## config.mk

```make
export PLATFORM = sky130hd
export DESIGN_NAME = rc_autonomy_arming_logic_flat
export DESIGN_NICKNAME = d
export VERILOG_FILES = /design/src/rtl/core/rcaa_pkg.sv /design/src/rtl/core/rcaa_ifs.sv /design/src/rtl/core/rcaa_cfg.sv /design/src/rtl/core/rcaa_pose.sv /design/src/rtl/core/rcaa_track.sv /design/src/rtl/core/rc_autonomy_arming_logic.sv /design/src/flat_wrapper.sv
export SDC_FILE = /design/constraint.sdc
export NUM_CORES = 1
export LEC_CHECK = 0
export BUFFER_PORTS_ARGS = -buffer_cell sky130_fd_sc_hd__buf_2
export CAP_MARGIN = 20
export CORE_ASPECT_RATIO = 1.25
export CORE_UTILIZATION = 35
export DETAILED_ROUTE_END_ITERATION = 12
export PLACE_DENSITY = 0.61
export SLEW_MARGIN = 20
export SYNTH_ARGS = -nofsm -noshare
export SYNTH_HDL_FRONTEND = slang
export SYNTH_SLANG_ARGS = --single-unit
```

## constraint.sdc

```tcl
create_clock -name clk -period 8.2 [get_ports clk]
set_input_delay 0.41 -clock clk [delete_from_list [all_inputs] [get_ports clk]]
set_output_delay 0.41 -clock clk [all_outputs]
set_load 0.01 [all_outputs]
```

## src/rtl/core/rcaa_pkg.sv

```systemverilog
// Shared types, register codes and constants for the RC autonomy arming logic.
`timescale 1ns / 1ps

package rcaa_pkg;

	localparam int unsigned FREQ_W = 10;
	localparam int unsigned DUTY_W = 14;
	localparam int unsigned TIME_W = 32;
	localparam int unsigned CFG_IDX_W = 3;
	localparam int unsigned CFG_DATA_W = 14;

	// hold time before arming, in ms
	localparam logic [TIME_W-1:0] HOLD_MS = 32'd3000;

	// 10*d and d_def + 9*d_lim both fit in 18 bits for 14-bit duties
	localparam int unsigned SCALE_W = 18;

	typedef enum logic [CFG_IDX_W-1:0] {
		CFG_MIN_FREQUENCY        = 3'd0,
		CFG_BRAKE_DEFAULT_DUTY   = 3'd1,
		CFG_BRAKE_MAX_DUTY       = 3'd2,
		CFG_AUX4_DEFAULT_DUTY    = 3'd3,
		CFG_AUX4_MIN_DUTY        = 3'd4,
		CFG_SWITCH5_DEFAULT_DUTY = 3'd5,
		CFG_GEAR_DEFAULT_DUTY    = 3'd6,
		CFG_GEAR_MAX_DUTY        = 3'd7
	} rcaa_cfg_idx_t;

	typedef struct packed {
		logic [FREQ_W-1:0] min_frequency;
		logic [DUTY_W-1:0] brake_default_duty;
		logic [DUTY_W-1:0] brake_max_duty;
		logic [DUTY_W-1:0] aux4_default_duty;
		logic [DUTY_W-1:0] aux4_min_duty;
		logic [DUTY_W-1:0] switch5_default_duty;
		logic [DUTY_W-1:0] gear_default_duty;
		logic [DUTY_W-1:0] gear_max_duty;
	} rcaa_cfg_t;

	localparam rcaa_cfg_t CFG_RESET = '{
		min_frequency:        10'd40,
		brake_default_duty:   14'd750,
		brake_max_duty:       14'd1000,
		aux4_default_duty:    14'd750,
		aux4_min_duty:        14'd500,
		switch5_default_duty: 14'd750,
		gear_default_duty:    14'd750,
		gear_max_duty:        14'd1000
	};

	// per-sample verdict handed from the comparators to the tracker
	typedef struct packed {
		logic pose;  // sticks in arming pose
		logic fault; // frequency fault or channel 5 above default
	} rcaa_flags_t;

endpackage

```

## src/rtl/core/rcaa_ifs.sv

```systemverilog
// Valid/ready channel interfaces for receiver samples and arming flags.
`timescale 1ns / 1ps

interface rcaa_sample_if;
	logic                           valid;
	logic                           ready;
	logic [rcaa_pkg::TIME_W-1:0]    time_ms;
	logic [rcaa_pkg::FREQ_W-1:0]    freq_ch1;
	logic [rcaa_pkg::FREQ_W-1:0]    freq_ch2;
	logic [rcaa_pkg::FREQ_W-1:0]    freq_ch3;
	logic [rcaa_pkg::FREQ_W-1:0]    freq_ch4;
	logic [rcaa_pkg::FREQ_W-1:0]    freq_ch5;
	logic [rcaa_pkg::FREQ_W-1:0]    freq_ch6;
	logic [rcaa_pkg::DUTY_W-1:0]    duty_ch2;
	logic [rcaa_pkg::DUTY_W-1:0]    duty_ch4;
	logic [rcaa_pkg::DUTY_W-1:0]    duty_ch5;
	logic [rcaa_pkg::DUTY_W-1:0]    duty_ch6;

	modport source (
		output valid, time_ms, freq_ch1, freq_ch2, freq_ch3, freq_ch4, freq_ch5, freq_ch6,
		output duty_ch2, duty_ch4, duty_ch5, duty_ch6,
		input  ready
	);
	modport sink (
		input  valid, time_ms, freq_ch1, freq_ch2, freq_ch3, freq_ch4, freq_ch5, freq_ch6,
		input  duty_ch2, duty_ch4, duty_ch5, duty_ch6,
		output ready
	);
endinterface

interface rcaa_flag_if;
	logic valid;
	logic ready;
	logic auto_enabled;

	modport source (output valid, auto_enabled, input ready);
	modport sink (input valid, auto_enabled, output ready);
endinterface

```

## src/rtl/core/rcaa_cfg.sv

```systemverilog
// Configuration register file for the arming thresholds.
`timescale 1ns / 1ps

module rcaa_cfg (
	input  logic                              clk,
	input  logic                              arst_n,
	input  logic                              cfg_we,
	input  logic [rcaa_pkg::CFG_IDX_W-1:0]    cfg_index,
	input  logic [rcaa_pkg::CFG_DATA_W-1:0]   cfg_wdata,
	output rcaa_pkg::rcaa_cfg_t               cfg
);

	rcaa_pkg::rcaa_cfg_t cfg_q;

	always_ff @(posedge clk or negedge arst_n) begin
		if (!arst_n) begin
			cfg_q <= rcaa_pkg::CFG_RESET;
		end else if (cfg_we) begin
			unique case (rcaa_pkg::rcaa_cfg_idx_t'(cfg_index))
				rcaa_pkg::CFG_MIN_FREQUENCY: begin
					cfg_q.min_frequency <= cfg_wdata[rcaa_pkg::FREQ_W-1:0];
				end
				rcaa_pkg::CFG_BRAKE_DEFAULT_DUTY:   cfg_q.brake_default_duty   <= cfg_wdata;
				rcaa_pkg::CFG_BRAKE_MAX_DUTY:       cfg_q.brake_max_duty       <= cfg_wdata;
				rcaa_pkg::CFG_AUX4_DEFAULT_DUTY:    cfg_q.aux4_default_duty    <= cfg_wdata;
				rcaa_pkg::CFG_AUX4_MIN_DUTY:        cfg_q.aux4_min_duty        <= cfg_wdata;
				rcaa_pkg::CFG_SWITCH5_DEFAULT_DUTY: cfg_q.switch5_default_duty <= cfg_wdata;
				rcaa_pkg::CFG_GEAR_DEFAULT_DUTY:    cfg_q.gear_default_duty    <= cfg_wdata;
				rcaa_pkg::CFG_GEAR_MAX_DUTY:        cfg_q.gear_max_duty        <= cfg_wdata;
				default: begin
				end
			endcase
		end
	end

	assign cfg = cfg_q;

endmodule

```

## src/rtl/core/rcaa_pose.sv

```systemverilog
// Threshold comparators: arming pose and disarm fault for one sample.
`timescale 1ns / 1ps

module rcaa_pose (
	input  rcaa_pkg::rcaa_cfg_t             cfg,
	input  logic [rcaa_pkg::FREQ_W-1:0]     freq_ch1,
	input  logic [rcaa_pkg::FREQ_W-1:0]     freq_ch2,
	input  logic [rcaa_pkg::FREQ_W-1:0]     freq_ch3,
	input  logic [rcaa_pkg::FREQ_W-1:0]     freq_ch4,
	input  logic [rcaa_pkg::FREQ_W-1:0]     freq_ch5,
	input  logic [rcaa_pkg::FREQ_W-1:0]     freq_ch6,
	input  logic [rcaa_pkg::DUTY_W-1:0]     duty_ch2,
	input  logic [rcaa_pkg::DUTY_W-1:0]     duty_ch4,
	input  logic [rcaa_pkg::DUTY_W-1:0]     duty_ch5,
	input  logic [rcaa_pkg::DUTY_W-1:0]     duty_ch6,
	output rcaa_pkg::rcaa_flags_t           flags
);

	localparam int unsigned SW = rcaa_pkg::SCALE_W;
	localparam int unsigned DW = rcaa_pkg::DUTY_W;

	logic [SW-1:0] lhs2, rhs2, lhs4, rhs4;
	logic [DW-1:0] dev6, span6;
	logic          ch2_ok, ch4_ok, ch5_ok, ch6_ok, freq_fault;

	always_comb begin
		// 90 % toward the limit, scaled by ten to stay exact
		lhs2 = SW'(duty_ch2) * SW'(10);
		rhs2 = SW'(cfg.brake_default_duty) + SW'(cfg.brake_max_duty) * SW'(9);
		lhs4 = SW'(duty_ch4) * SW'(10);
		rhs4 = SW'(cfg.aux4_default_duty) + SW'(cfg.aux4_min_duty) * SW'(9);
		ch2_ok = lhs2 >= rhs2;
		ch4_ok = lhs4 <= rhs4;
		ch5_ok = duty_ch5 <= cfg.switch5_default_duty;

		// within half the range of default; a negative range never matches
		dev6 = (duty_ch6 >= cfg.gear_default_duty) ? duty_ch6 - cfg.gear_default_duty
		                                           : cfg.gear_default_duty - duty_ch6;
		span6 = cfg.gear_max_duty - cfg.gear_default_duty;
		ch6_ok = (cfg.gear_max_duty >= cfg.gear_default_duty) &&
		         ({dev6, 1'b0} <= {1'b0, span6});

		freq_fault = (freq_ch1 < cfg.min_frequency) || (freq_ch2 < cfg.min_frequency) ||
		             (freq_ch3 < cfg.min_frequency) || (freq_ch4 < cfg.min_frequency) ||
		             (freq_ch5 < cfg.min_frequency) || (freq_ch6 < cfg.min_frequency);

		flags.pose  = ch2_ok && ch4_ok && ch5_ok && ch6_ok;
		flags.fault = freq_fault || !ch5_ok;
	end

endmodule

```

## src/rtl/core/rcaa_track.sv

```systemverilog
// Input register, hold timer, latched flag and result handshake.
`timescale 1ns / 1ps

module rcaa_track (
	input  logic                            clk,
	input  logic                            arst_n,
	input  logic                            in_valid,
	output logic                            in_ready,
	input  logic [rcaa_pkg::TIME_W-1:0]     time_ms,
	input  rcaa_pkg::rcaa_flags_t           flags,
	output logic                            out_valid,
	input  logic                            out_ready,
	output logic                            auto_enabled
);

	logic                          valid_s1;
	logic [rcaa_pkg::TIME_W-1:0]   time_s1;
	rcaa_pkg::rcaa_flags_t         flags_s1;

	logic                          out_valid_q;
	logic                          latched_q;
	logic                          seen_q;
	logic [rcaa_pkg::TIME_W-1:0]   hold_q;

	logic                          adv;
	logic                          restart;
	logic                          arm;
	logic [rcaa_pkg::TIME_W-1:0]   elapsed;

	assign adv      = valid_s1 && (!out_valid_q || out_ready);
	assign in_ready = !valid_s1 || adv;

	assign elapsed = time_s1 - hold_q;
	assign restart = !seen_q || !flags_s1.pose;
	assign arm     = !restart && (elapsed > rcaa_pkg::HOLD_MS);

	always_ff @(posedge clk or negedge arst_n) begin
		if (!arst_n) begin
			valid_s1    <= 1'b0;
			out_valid_q <= 1'b0;
			latched_q   <= 1'b0;
			seen_q      <= 1'b0;
			hold_q      <= '0;
		end else begin
			if (in_ready) begin
				valid_s1 <= in_valid;
			end
			if (adv) begin
				out_valid_q <= 1'b1;
				seen_q      <= 1'b1;
				if (restart) begin
					hold_q <= time_s1;
				end
				latched_q <= !flags_s1.fault && (latched_q || arm);
			end else if (out_ready) begin
				out_valid_q <= 1'b0;
			end
		end
	end

	always_ff @(posedge clk) begin
		if (in_valid && in_ready) begin
			time_s1  <= time_ms;
			flags_s1 <= flags;
		end
	end

	assign out_valid    = out_valid_q;
	assign auto_enabled = latched_q;

	a_fault_clears: assert property (@(posedge clk) disable iff (!arst_n)
		(adv && flags_s1.fault) |=> !latched_q)
		else $error("fault did not clear the autonomy flag");

	a_rise_needs_pose: assert property (@(posedge clk) disable iff (!arst_n)
		$rose(latched_q) |-> $past(adv && flags_s1.pose && !flags_s1.fault && seen_q))
		else $error("autonomy flag set without a held pose");

	a_flag_only_on_adv: assert property (@(posedge clk) disable iff (!arst_n)
		!adv |=> $stable(latched_q) && $stable(hold_q))
		else $error("tracker state changed without a transaction");

	a_restart_seeds: assert property (@(posedge clk) disable iff (!arst_n)
		(adv && restart) |=> (hold_q == $past(time_s1)) && seen_q)
		else $error("hold start not seeded from the sample time");

endmodule

```

## src/rtl/core/rc_autonomy_arming_logic.sv

```systemverilog
// Top level of the RC autonomy arming logic.
// A sample transaction is registered in the input stage, then its flag in the result
// register. Throughput: one sample per cycle while the flag channel does not stall;
// the hold timer and flag update once per sample.
// Rate is set by the single tracker stage that owns the hold start and latched flag.
// Reset (arst_n low): registers take their default thresholds, flag and hold start clear.
`timescale 1ns / 1ps

module rc_autonomy_arming_logic (
	input  logic                              clk,
	input  logic                              arst_n,
	rcaa_sample_if.sink                       samples,
	rcaa_flag_if.source                       flags,
	input  logic                              cfg_we,
	input  logic [rcaa_pkg::CFG_IDX_W-1:0]    cfg_index,
	input  logic [rcaa_pkg::CFG_DATA_W-1:0]   cfg_wdata
);

	// Threshold registers; the user must write them only while the block is idle (the block
	// does not enforce this), so the comparators may read them directly without a shadow copy.
	rcaa_pkg::rcaa_cfg_t   cfg;
	rcaa_pkg::rcaa_flags_t sample_flags;

	rcaa_cfg u_cfg (
		.clk       (clk),
		.arst_n    (arst_n),
		.cfg_we    (cfg_we),
		.cfg_index (cfg_index),
		.cfg_wdata (cfg_wdata),
		.cfg       (cfg)
	);

	// Comparators work on the incoming transaction before it is registered,
	// so only two flag bits and the timestamp are carried into the stage.
	// The 90 % and 50 % thresholds are integer-scaled, no rounding.
	rcaa_pose u_pose (
		.cfg      (cfg),
		.freq_ch1 (samples.freq_ch1),
		.freq_ch2 (samples.freq_ch2),
		.freq_ch3 (samples.freq_ch3),
		.freq_ch4 (samples.freq_ch4),
		.freq_ch5 (samples.freq_ch5),
		.freq_ch6 (samples.freq_ch6),
		.duty_ch2 (samples.duty_ch2),
		.duty_ch4 (samples.duty_ch4),
		.duty_ch5 (samples.duty_ch5),
		.duty_ch6 (samples.duty_ch6),
		.flags    (sample_flags)
	);

	// Tracker: registered verdict, modular elapsed time against the hold
	// start, then the latched flag in the result register. The first sample
	// only seeds the hold start. A waiting result stalls the input stage once
	// it holds a sample; while that stage is empty one more sample can enter.
	rcaa_track u_track (
		.clk          (clk),
		.arst_n       (arst_n),
		.in_valid     (samples.valid),
		.in_ready     (samples.ready),
		.time_ms      (samples.time_ms),
		.flags        (sample_flags),
		.out_valid    (flags.valid),
		.out_ready    (flags.ready),
		.auto_enabled (flags.auto_enabled)
	);

endmodule
```

## src/flat_wrapper.sv

```systemverilog
// flat-port wrapper written by rule: the top's interface ports become plain ports
module rc_autonomy_arming_logic_flat 
  (clk, arst_n, cfg_we, cfg_index, cfg_wdata, samples_valid, samples_time_ms, samples_freq_ch1, samples_freq_ch2, samples_freq_ch3, samples_freq_ch4, samples_freq_ch5, samples_freq_ch6, samples_duty_ch2, samples_duty_ch4, samples_duty_ch5, samples_duty_ch6, samples_ready, flags_valid, flags_auto_enabled, flags_ready);
  rcaa_sample_if samples_i ();
  rcaa_flag_if flags_i ();
  input  logic clk;
  input  logic arst_n;
  input  logic cfg_we;
  input  logic [rcaa_pkg::CFG_IDX_W-1:0] cfg_index;
  input  logic [rcaa_pkg::CFG_DATA_W-1:0] cfg_wdata;
  input wire logic [$bits(samples_i.valid)-1:0] samples_valid;
  input wire logic [$bits(samples_i.time_ms)-1:0] samples_time_ms;
  input wire logic [$bits(samples_i.freq_ch1)-1:0] samples_freq_ch1;
  input wire logic [$bits(samples_i.freq_ch2)-1:0] samples_freq_ch2;
  input wire logic [$bits(samples_i.freq_ch3)-1:0] samples_freq_ch3;
  input wire logic [$bits(samples_i.freq_ch4)-1:0] samples_freq_ch4;
  input wire logic [$bits(samples_i.freq_ch5)-1:0] samples_freq_ch5;
  input wire logic [$bits(samples_i.freq_ch6)-1:0] samples_freq_ch6;
  input wire logic [$bits(samples_i.duty_ch2)-1:0] samples_duty_ch2;
  input wire logic [$bits(samples_i.duty_ch4)-1:0] samples_duty_ch4;
  input wire logic [$bits(samples_i.duty_ch5)-1:0] samples_duty_ch5;
  input wire logic [$bits(samples_i.duty_ch6)-1:0] samples_duty_ch6;
  output wire logic [$bits(samples_i.ready)-1:0] samples_ready;
  output wire logic [$bits(flags_i.valid)-1:0] flags_valid;
  output wire logic [$bits(flags_i.auto_enabled)-1:0] flags_auto_enabled;
  input wire logic [$bits(flags_i.ready)-1:0] flags_ready;
  assign samples_i.valid = samples_valid;
  assign samples_i.time_ms = samples_time_ms;
  assign samples_i.freq_ch1 = samples_freq_ch1;
  assign samples_i.freq_ch2 = samples_freq_ch2;
  assign samples_i.freq_ch3 = samples_freq_ch3;
  assign samples_i.freq_ch4 = samples_freq_ch4;
  assign samples_i.freq_ch5 = samples_freq_ch5;
  assign samples_i.freq_ch6 = samples_freq_ch6;
  assign samples_i.duty_ch2 = samples_duty_ch2;
  assign samples_i.duty_ch4 = samples_duty_ch4;
  assign samples_i.duty_ch5 = samples_duty_ch5;
  assign samples_i.duty_ch6 = samples_duty_ch6;
  assign samples_ready = samples_i.ready;
  assign flags_valid = flags_i.valid;
  assign flags_auto_enabled = flags_i.auto_enabled;
  assign flags_i.ready = flags_ready;
  rc_autonomy_arming_logic u_core (.clk(clk), .arst_n(arst_n), .samples(samples_i), .flags(flags_i), .cfg_we(cfg_we), .cfg_index(cfg_index), .cfg_wdata(cfg_wdata));
endmodule
```

Word level (Yosys, flattened, before mapping)
Index checks and enable logic that the tools add are counted.
{"block": "classes", "n_div": 0, "n_lt_le_gt_ge": 13, "reduce_logical": 36, "mux": 3, "n_shift": 0, "n_eq_ne": 7, "n_bitwise": 0, "n_addsub": 6, "mul": 4}
{"operator": "10-bit < comparator", "n": 6}
{"operator": "14-bit subtractor", "n": 3}
{"operator": "14-bit by 18-bit adder with 18-bit output", "n": 2}
{"operator": "14-bit by 4-bit multiplier with 18-bit output, second input constant", "n": 2}
{"operator": "14-bit by 3-bit multiplier with 17-bit output, second input constant", "n": 2}
{"operator": "32-bit by 12-bit greater-than comparator with 1-bit output, second input constant", "n": 1}
{"operator": "32-bit subtractor", "n": 1}
{"operator": "14-bit greater-or-equal comparator", "n": 2}
{"operator": "18-bit greater-or-equal comparator", "n": 1}
{"operator": "18-bit <= comparator", "n": 1}
{"operator": "2-bit AND reduction", "n": 9}
{"operator": "15-bit by 14-bit <= comparator with 1-bit output", "n": 1}
{"operator": "14-bit <= comparator", "n": 1}
{"operator": "14-bit 2-to-1 mux", "n": 1}
{"operator": "3-bit == test, second input constant", "n": 4}
{"operator": "1-bit logical OR", "n": 10}
{"operator": "1-bit logical AND", "n": 8}
{"operator": "1-bit logical NOT", "n": 7}
{"operator": "3-bit by 2-bit == test with 1-bit output, second input constant", "n": 2}
{"operator": "3-bit by 1-bit == test with 1-bit output, second input constant", "n": 1}
{"operator": "3-bit logical NOT", "n": 1}
{"operator": "1-bit 2-to-1 mux", "n": 2}
{"operator": "2-bit nonzero test", "n": 1}
{"block": "word_totals", "romBits": 0, "elab_cells": 85, "n_memories": 0, "regBits": 178, "latchBits": 0, "mem_bits_rw": 0, "output_inout_bits": 3, "input_bits": 170}

Logic depth before layout (Yosys ltp)
{"block": "depth", "depth_word": 7, "depth_mapped": 25, "ltp_nobuf": 24}

Hierarchy
Synthesis repeated with hierarchy kept, for this count alone.
{"block": "hier_totals", "hier_cells": 1727, "hier_area_um2": 16940.0}
{"mod": "rcaa_pose", "instances": 1, "area_per_inst_um2": 8077.7, "cells_each": 1028}
{"mod": "rcaa_track", "instances": 1, "area_per_inst_um2": 4563.1, "cells_each": 464}
{"mod": "rcaa_cfg", "instances": 1, "area_per_inst_um2": 4299.1, "cells_each": 235}

Least setup slack after synthesis
No wires, ideal clock.
{"block": "synth_path", "path_type": "reg2reg", "startpoint": "reg u_core.u_cfg.cfg_q (netlist bit u_core.u_cfg.cfg[15])", "endpoint": "reg u_core.u_track.flags_s1[1] in the netlist's numbering (data pin)", "required_ps": 8018, "stages_incl_launch_ff": 22, "arrival_time_ps": 4243, "path_slack_ps": 3776, "period_less_slack_ps": 4424, "cell_sequence": "dfstp_2 > inv_1 > fa_1 > a21o_1 > a21o_1 > o21bai_1 > a21oi_1 > o221a_1 > buf_2 > mux2_1 > a21o_1 > a311o_1 > and2_1 > ha_1 > nor2b_1 > o21ai_0 > nand2b_1 > a21oi_1 > a21boi_0 > o21ai_0 > nand4_1 > nor4b_1"}
{"element": "start, declared", "line_no": "rcaa_cfg.sv:13", "source": "rcaa_pkg::rcaa_cfg_t cfg_q;"}
{"element": "start signal, assigned", "line_no": "rcaa_cfg.sv:17", "source": "cfg_q <= rcaa_pkg::CFG_RESET;"}
{"element": "end signal, assigned", "line_no": "rcaa_track.sv:64", "source": "flags_s1 <= flags;"}
{"element": "end, declared", "line_no": "rcaa_track.sv:18", "source": "rcaa_pkg::rcaa_flags_t flags_s1;"}

==> results.ini <==
[status]
outcome=finished, final reports clean

[pwr]
power_density_nw_per_um2=300
power.ir.vdd_worst_v=0.000156
leakage_nw=9.14
total_power_mw=5.61

[worst_setup_path]
setup.worst_path.class=reg -> reg
worst_r2r_path_depth=19
timing.critical_path.required_ns=8.48
critPathArrivalTime_ns=5.52
critical-path-max-stage-delay_ns=0.87
regToRegStartpoint=u_core.u_cfg.cfg[24]
critPathTopFamily=compound AO/OA/AOI/OAI gates
worstReg2RegEnd=u_core.u_track.flags_s1[1]
worstPathBufferInverterCount=0
maximum_fanout_along_the_worst_path=19
critical_path.startpoint_type=flip-flop
endpoint_kind=flip-flop
cp_slowest_cell=sky130_fd_sc_hd__o221a_1
critical_path.cell_chain=ha_1 > and3_1 > nand4_1 > a21oi_1 > o221a_1 > mux2i_1 > o21ai_1 > a21o_1 > a311o_1 > and2_1 > ha_1 > nor2b_1 > o21ai_0 > nand2b_1 > a21oi_1 > a21boi_0 > o21ai_0 > nand4_1 > nor4b_1
rrSetupSlack_ns=2.96

[global_routing]
grt_util_met3_pct=2.94
gr-total-overflow=0
groute.usage.overall_pct=17.6
grt_max_degree=77
first_global_vias=13500
groute.layer.met1.usage_pct=21.0
global_route_wire_length_before_repair_um=67400
grt_use_met2_pct=32.2
gr-max-usage-layer=met2
antenna_violations_before_repair=8

[floorplanning]
start_util_pct=35.6
fp.dieArea_sq_um=48100
rows=88
die_width_um=196
chipHeight_um=245
io_pins=173
floorplan_core_area_sq_um=46400

[yosys]
synth_top_cell_by_area=sky130_fd_sc_hd__ha_1
synth_cells=1720
synth_seq_cells=178
mappedNetlistNets=2215
synth_enable_flop_cells=34
synth-async-reset-ratio_pct=80.9
synth-main-ff-cell=sky130_fd_sc_hd__dfrtp_1
synth_area_per_cell_sq_um=9.61
top_cell_type_s_share_of_synthesized_area_pct=22.5
warning_count_from_the_yosys_run=0
seq_area_frac_synth_pct=28.3
synth_area_leaders=sky130_fd_sc_hd__ha_1 (22%), sky130_fd_sc_hd__dfrtp_1 (15%), sky130_fd_sc_hd__mux2_2 (8.3%)
netlist_area_sq_um=16500
netlist-cell-type-count=77

[drt]
wl_per_cell_um=16.1
drc_errors=0
drt_iter0_drc=492
route.detailed.vias_per_inst=5.09
first_pass_iters=5
wl_um=40600
postRouteAntennaNets=0
route.vias.total=12900

[cts]
post_cts_resize_count=0
cts-root-to-sink-buffers=2
cts_hold_repair.buffers=0
tritoncts=done
h-tree-depth=4
clk_transition_reported_paths_ns=0.08
cts_num_sinks=178
cts_buffers=17
cts_root_buffer=sky130_fd_sc_hd__clkbuf_16
cts_post_setup_buffers_inserted=0
clk_latency_ns=0.46

[sta]
hold_violations=0
slew_violations=0
hold_slack_ns=0.00781
tightestPinTransition_ns=1.04
final.setup_skew_ns=0.0127
slew_headroom_pct=30.4
fin_setup_tns_ns=0
rsz0062_at_grt=no
max_clock_freq_mhz=191
finalSetupViolCount=0
timing.final.crit_period_ns=5.24
min_period_over_period_pct=63.9

[cells_and_area]
finish.net_count=2373
filler_cell_count=4598
final_common_cell=sky130_fd_sc_hd__ha_1
post_route_cells_drive_above_1_share_pct=21.3
layoutNonFillerInstCount=2526
most-common-layout-cells=sky130_fd_sc_hd__ha_1 (297), sky130_fd_sc_hd__inv_1 (231), sky130_fd_sc_hd__buf_2 (171)
final_util_pct=40.3
area_delta_synth_final_pct=13.1
multi_input_area_sq_um=10800
seq_area_sq_um=4680

[hold_path]
hp-class=in -> async

[placement]
numPortBuffers=172
detailedPlacementHpwl_um=32500
place.detailed.instances=2489
globalplace.congestion=0.890

[flow_run]
max_cap_violations=0

==> cell type report <==
cell class | count | share of cell area (%)
Clock buffer | 19 | 2.42
Clock inverter | 13 | 0.716
Tap cell | 630 | 4.22
Multi-Input combinational cell | 1273 | 58.0
Inverter | 232 | 4.66
Sequential cell | 178 | 25.1
Timing Repair Buffer | 176 | 4.80
Antenna cell | 5 | 0.0670
==> flip-flops by register name (all words and copies together) (netlist names) <==
register / cells
u_core.u_track.valid_s1: 1
u_core.u_track.out_valid: 1
u_core.u_cfg.cfg: 108
u_core.u_track.flags_s1: 2
u_core.u_track.auto_enabled: 1
u_core.u_track.time_s1: 32
u_core.u_track.hold_q: 32
u_core.u_track.seen_q: 1
==> cells by family (layout without fill, tap and decap cells) <==
logic type | count (synthesis) | count (layout) | synth area share, %
compound gates | 424 | 424 | 16.9
flops | 178 | 178 | 28.3
xor+xnor | 70 | 70 | 3.71
buf+inv | 269 | 440 | 6.22
fa+ha+maj | 325 | 325 | 25.9
mux | 132 | 132 | 8.93
other cells | 0 | 5 | 0
simple gates | 322 | 322 | 9.96
==> Yosys cell counts (6+ instances only) <==
library cell and count:
sky130_fd_sc_hd__o21bai_1 23, sky130_fd_sc_hd__nor3b_1 6, sky130_fd_sc_hd__and3_1 9, sky130_fd_sc_hd__clkbuf_1 21
sky130_fd_sc_hd__a21boi_0 11, sky130_fd_sc_hd__ha_1 297, sky130_fd_sc_hd__mux2i_1 9, sky130_fd_sc_hd__fa_1 28
sky130_fd_sc_hd__o21ai_0 73, sky130_fd_sc_hd__or2_2 10, sky130_fd_sc_hd__o31ai_1 12, sky130_fd_sc_hd__xor2_1 23
sky130_fd_sc_hd__and2_1 6, sky130_fd_sc_hd__edfxtp_1 34, sky130_fd_sc_hd__nor2b_1 18, sky130_fd_sc_hd__inv_1 231
sky130_fd_sc_hd__nor4_1 8, sky130_fd_sc_hd__a211oi_1 20, sky130_fd_sc_hd__xnor2_1 47, sky130_fd_sc_hd__buf_2 15
sky130_fd_sc_hd__nand4b_1 6, sky130_fd_sc_hd__nand2b_1 19, sky130_fd_sc_hd__a21o_1 73, sky130_fd_sc_hd__nor2_1 65
sky130_fd_sc_hd__nand2_1 81, sky130_fd_sc_hd__a31oi_1 7, sky130_fd_sc_hd__nor3_1 27, sky130_fd_sc_hd__nand3_1 26
sky130_fd_sc_hd__dfrtp_1 96, sky130_fd_sc_hd__dfstp_2 48, sky130_fd_sc_hd__nand4_1 19, sky130_fd_sc_hd__and4_1 6
sky130_fd_sc_hd__o211ai_1 11, sky130_fd_sc_hd__mux2_2 122, sky130_fd_sc_hd__or3_1 6, sky130_fd_sc_hd__a21oi_1 112
sky130_fd_sc_hd__o21a_1 18
==> per-layer routing <==
metal	wire [um]	up-vias
li1	-	6481
met4	878	8
met5	43	-
met2	20400	251
met3	1650	65
met1	17600	6055
==> worst max path at each step <==
stage,cells after the start,to,from
6_report,19,u_core.u_track.flags_s1[1],u_core.u_cfg.cfg[24]
4_1_cts,19,u_core.u_track.flags_s1[1],u_core.u_cfg.cfg[24]
5_1_grt,19,u_core.u_track.flags_s1[1],u_core.u_cfg.cfg[24]
2_1_floorplan,21,u_core.u_track.flags_s1[1],u_core.u_cfg.cfg[15]
3_5_place_dp,21,u_core.u_track.flags_s1[1],samples_duty_ch6[9]
3_3_place_gp,21,u_core.u_track.flags_s1[1],samples_duty_ch6[9]
==> through the flow <==
| stage | cell area [sq um] | setup slack, ns |
|---|---|---|
| 6_report | 18700 | 2.96 |
| 5_1_grt | 18700 | 2.42 |
| 4_1_cts | 18700 | 2.99 |
| 3_5_place_dp | 18100 | 2.86 |
| 3_3_place_gp | 18100 | 2.89 |
| 2_1_floorplan | 16500 | 3.78 |
==> where the power goes <==
part           internal [mW]  switching, mW
clock                  0.422          0.405
sequential              1.11          0.111
combinational           1.61           1.94
Power figures use the tool's default switching activity.
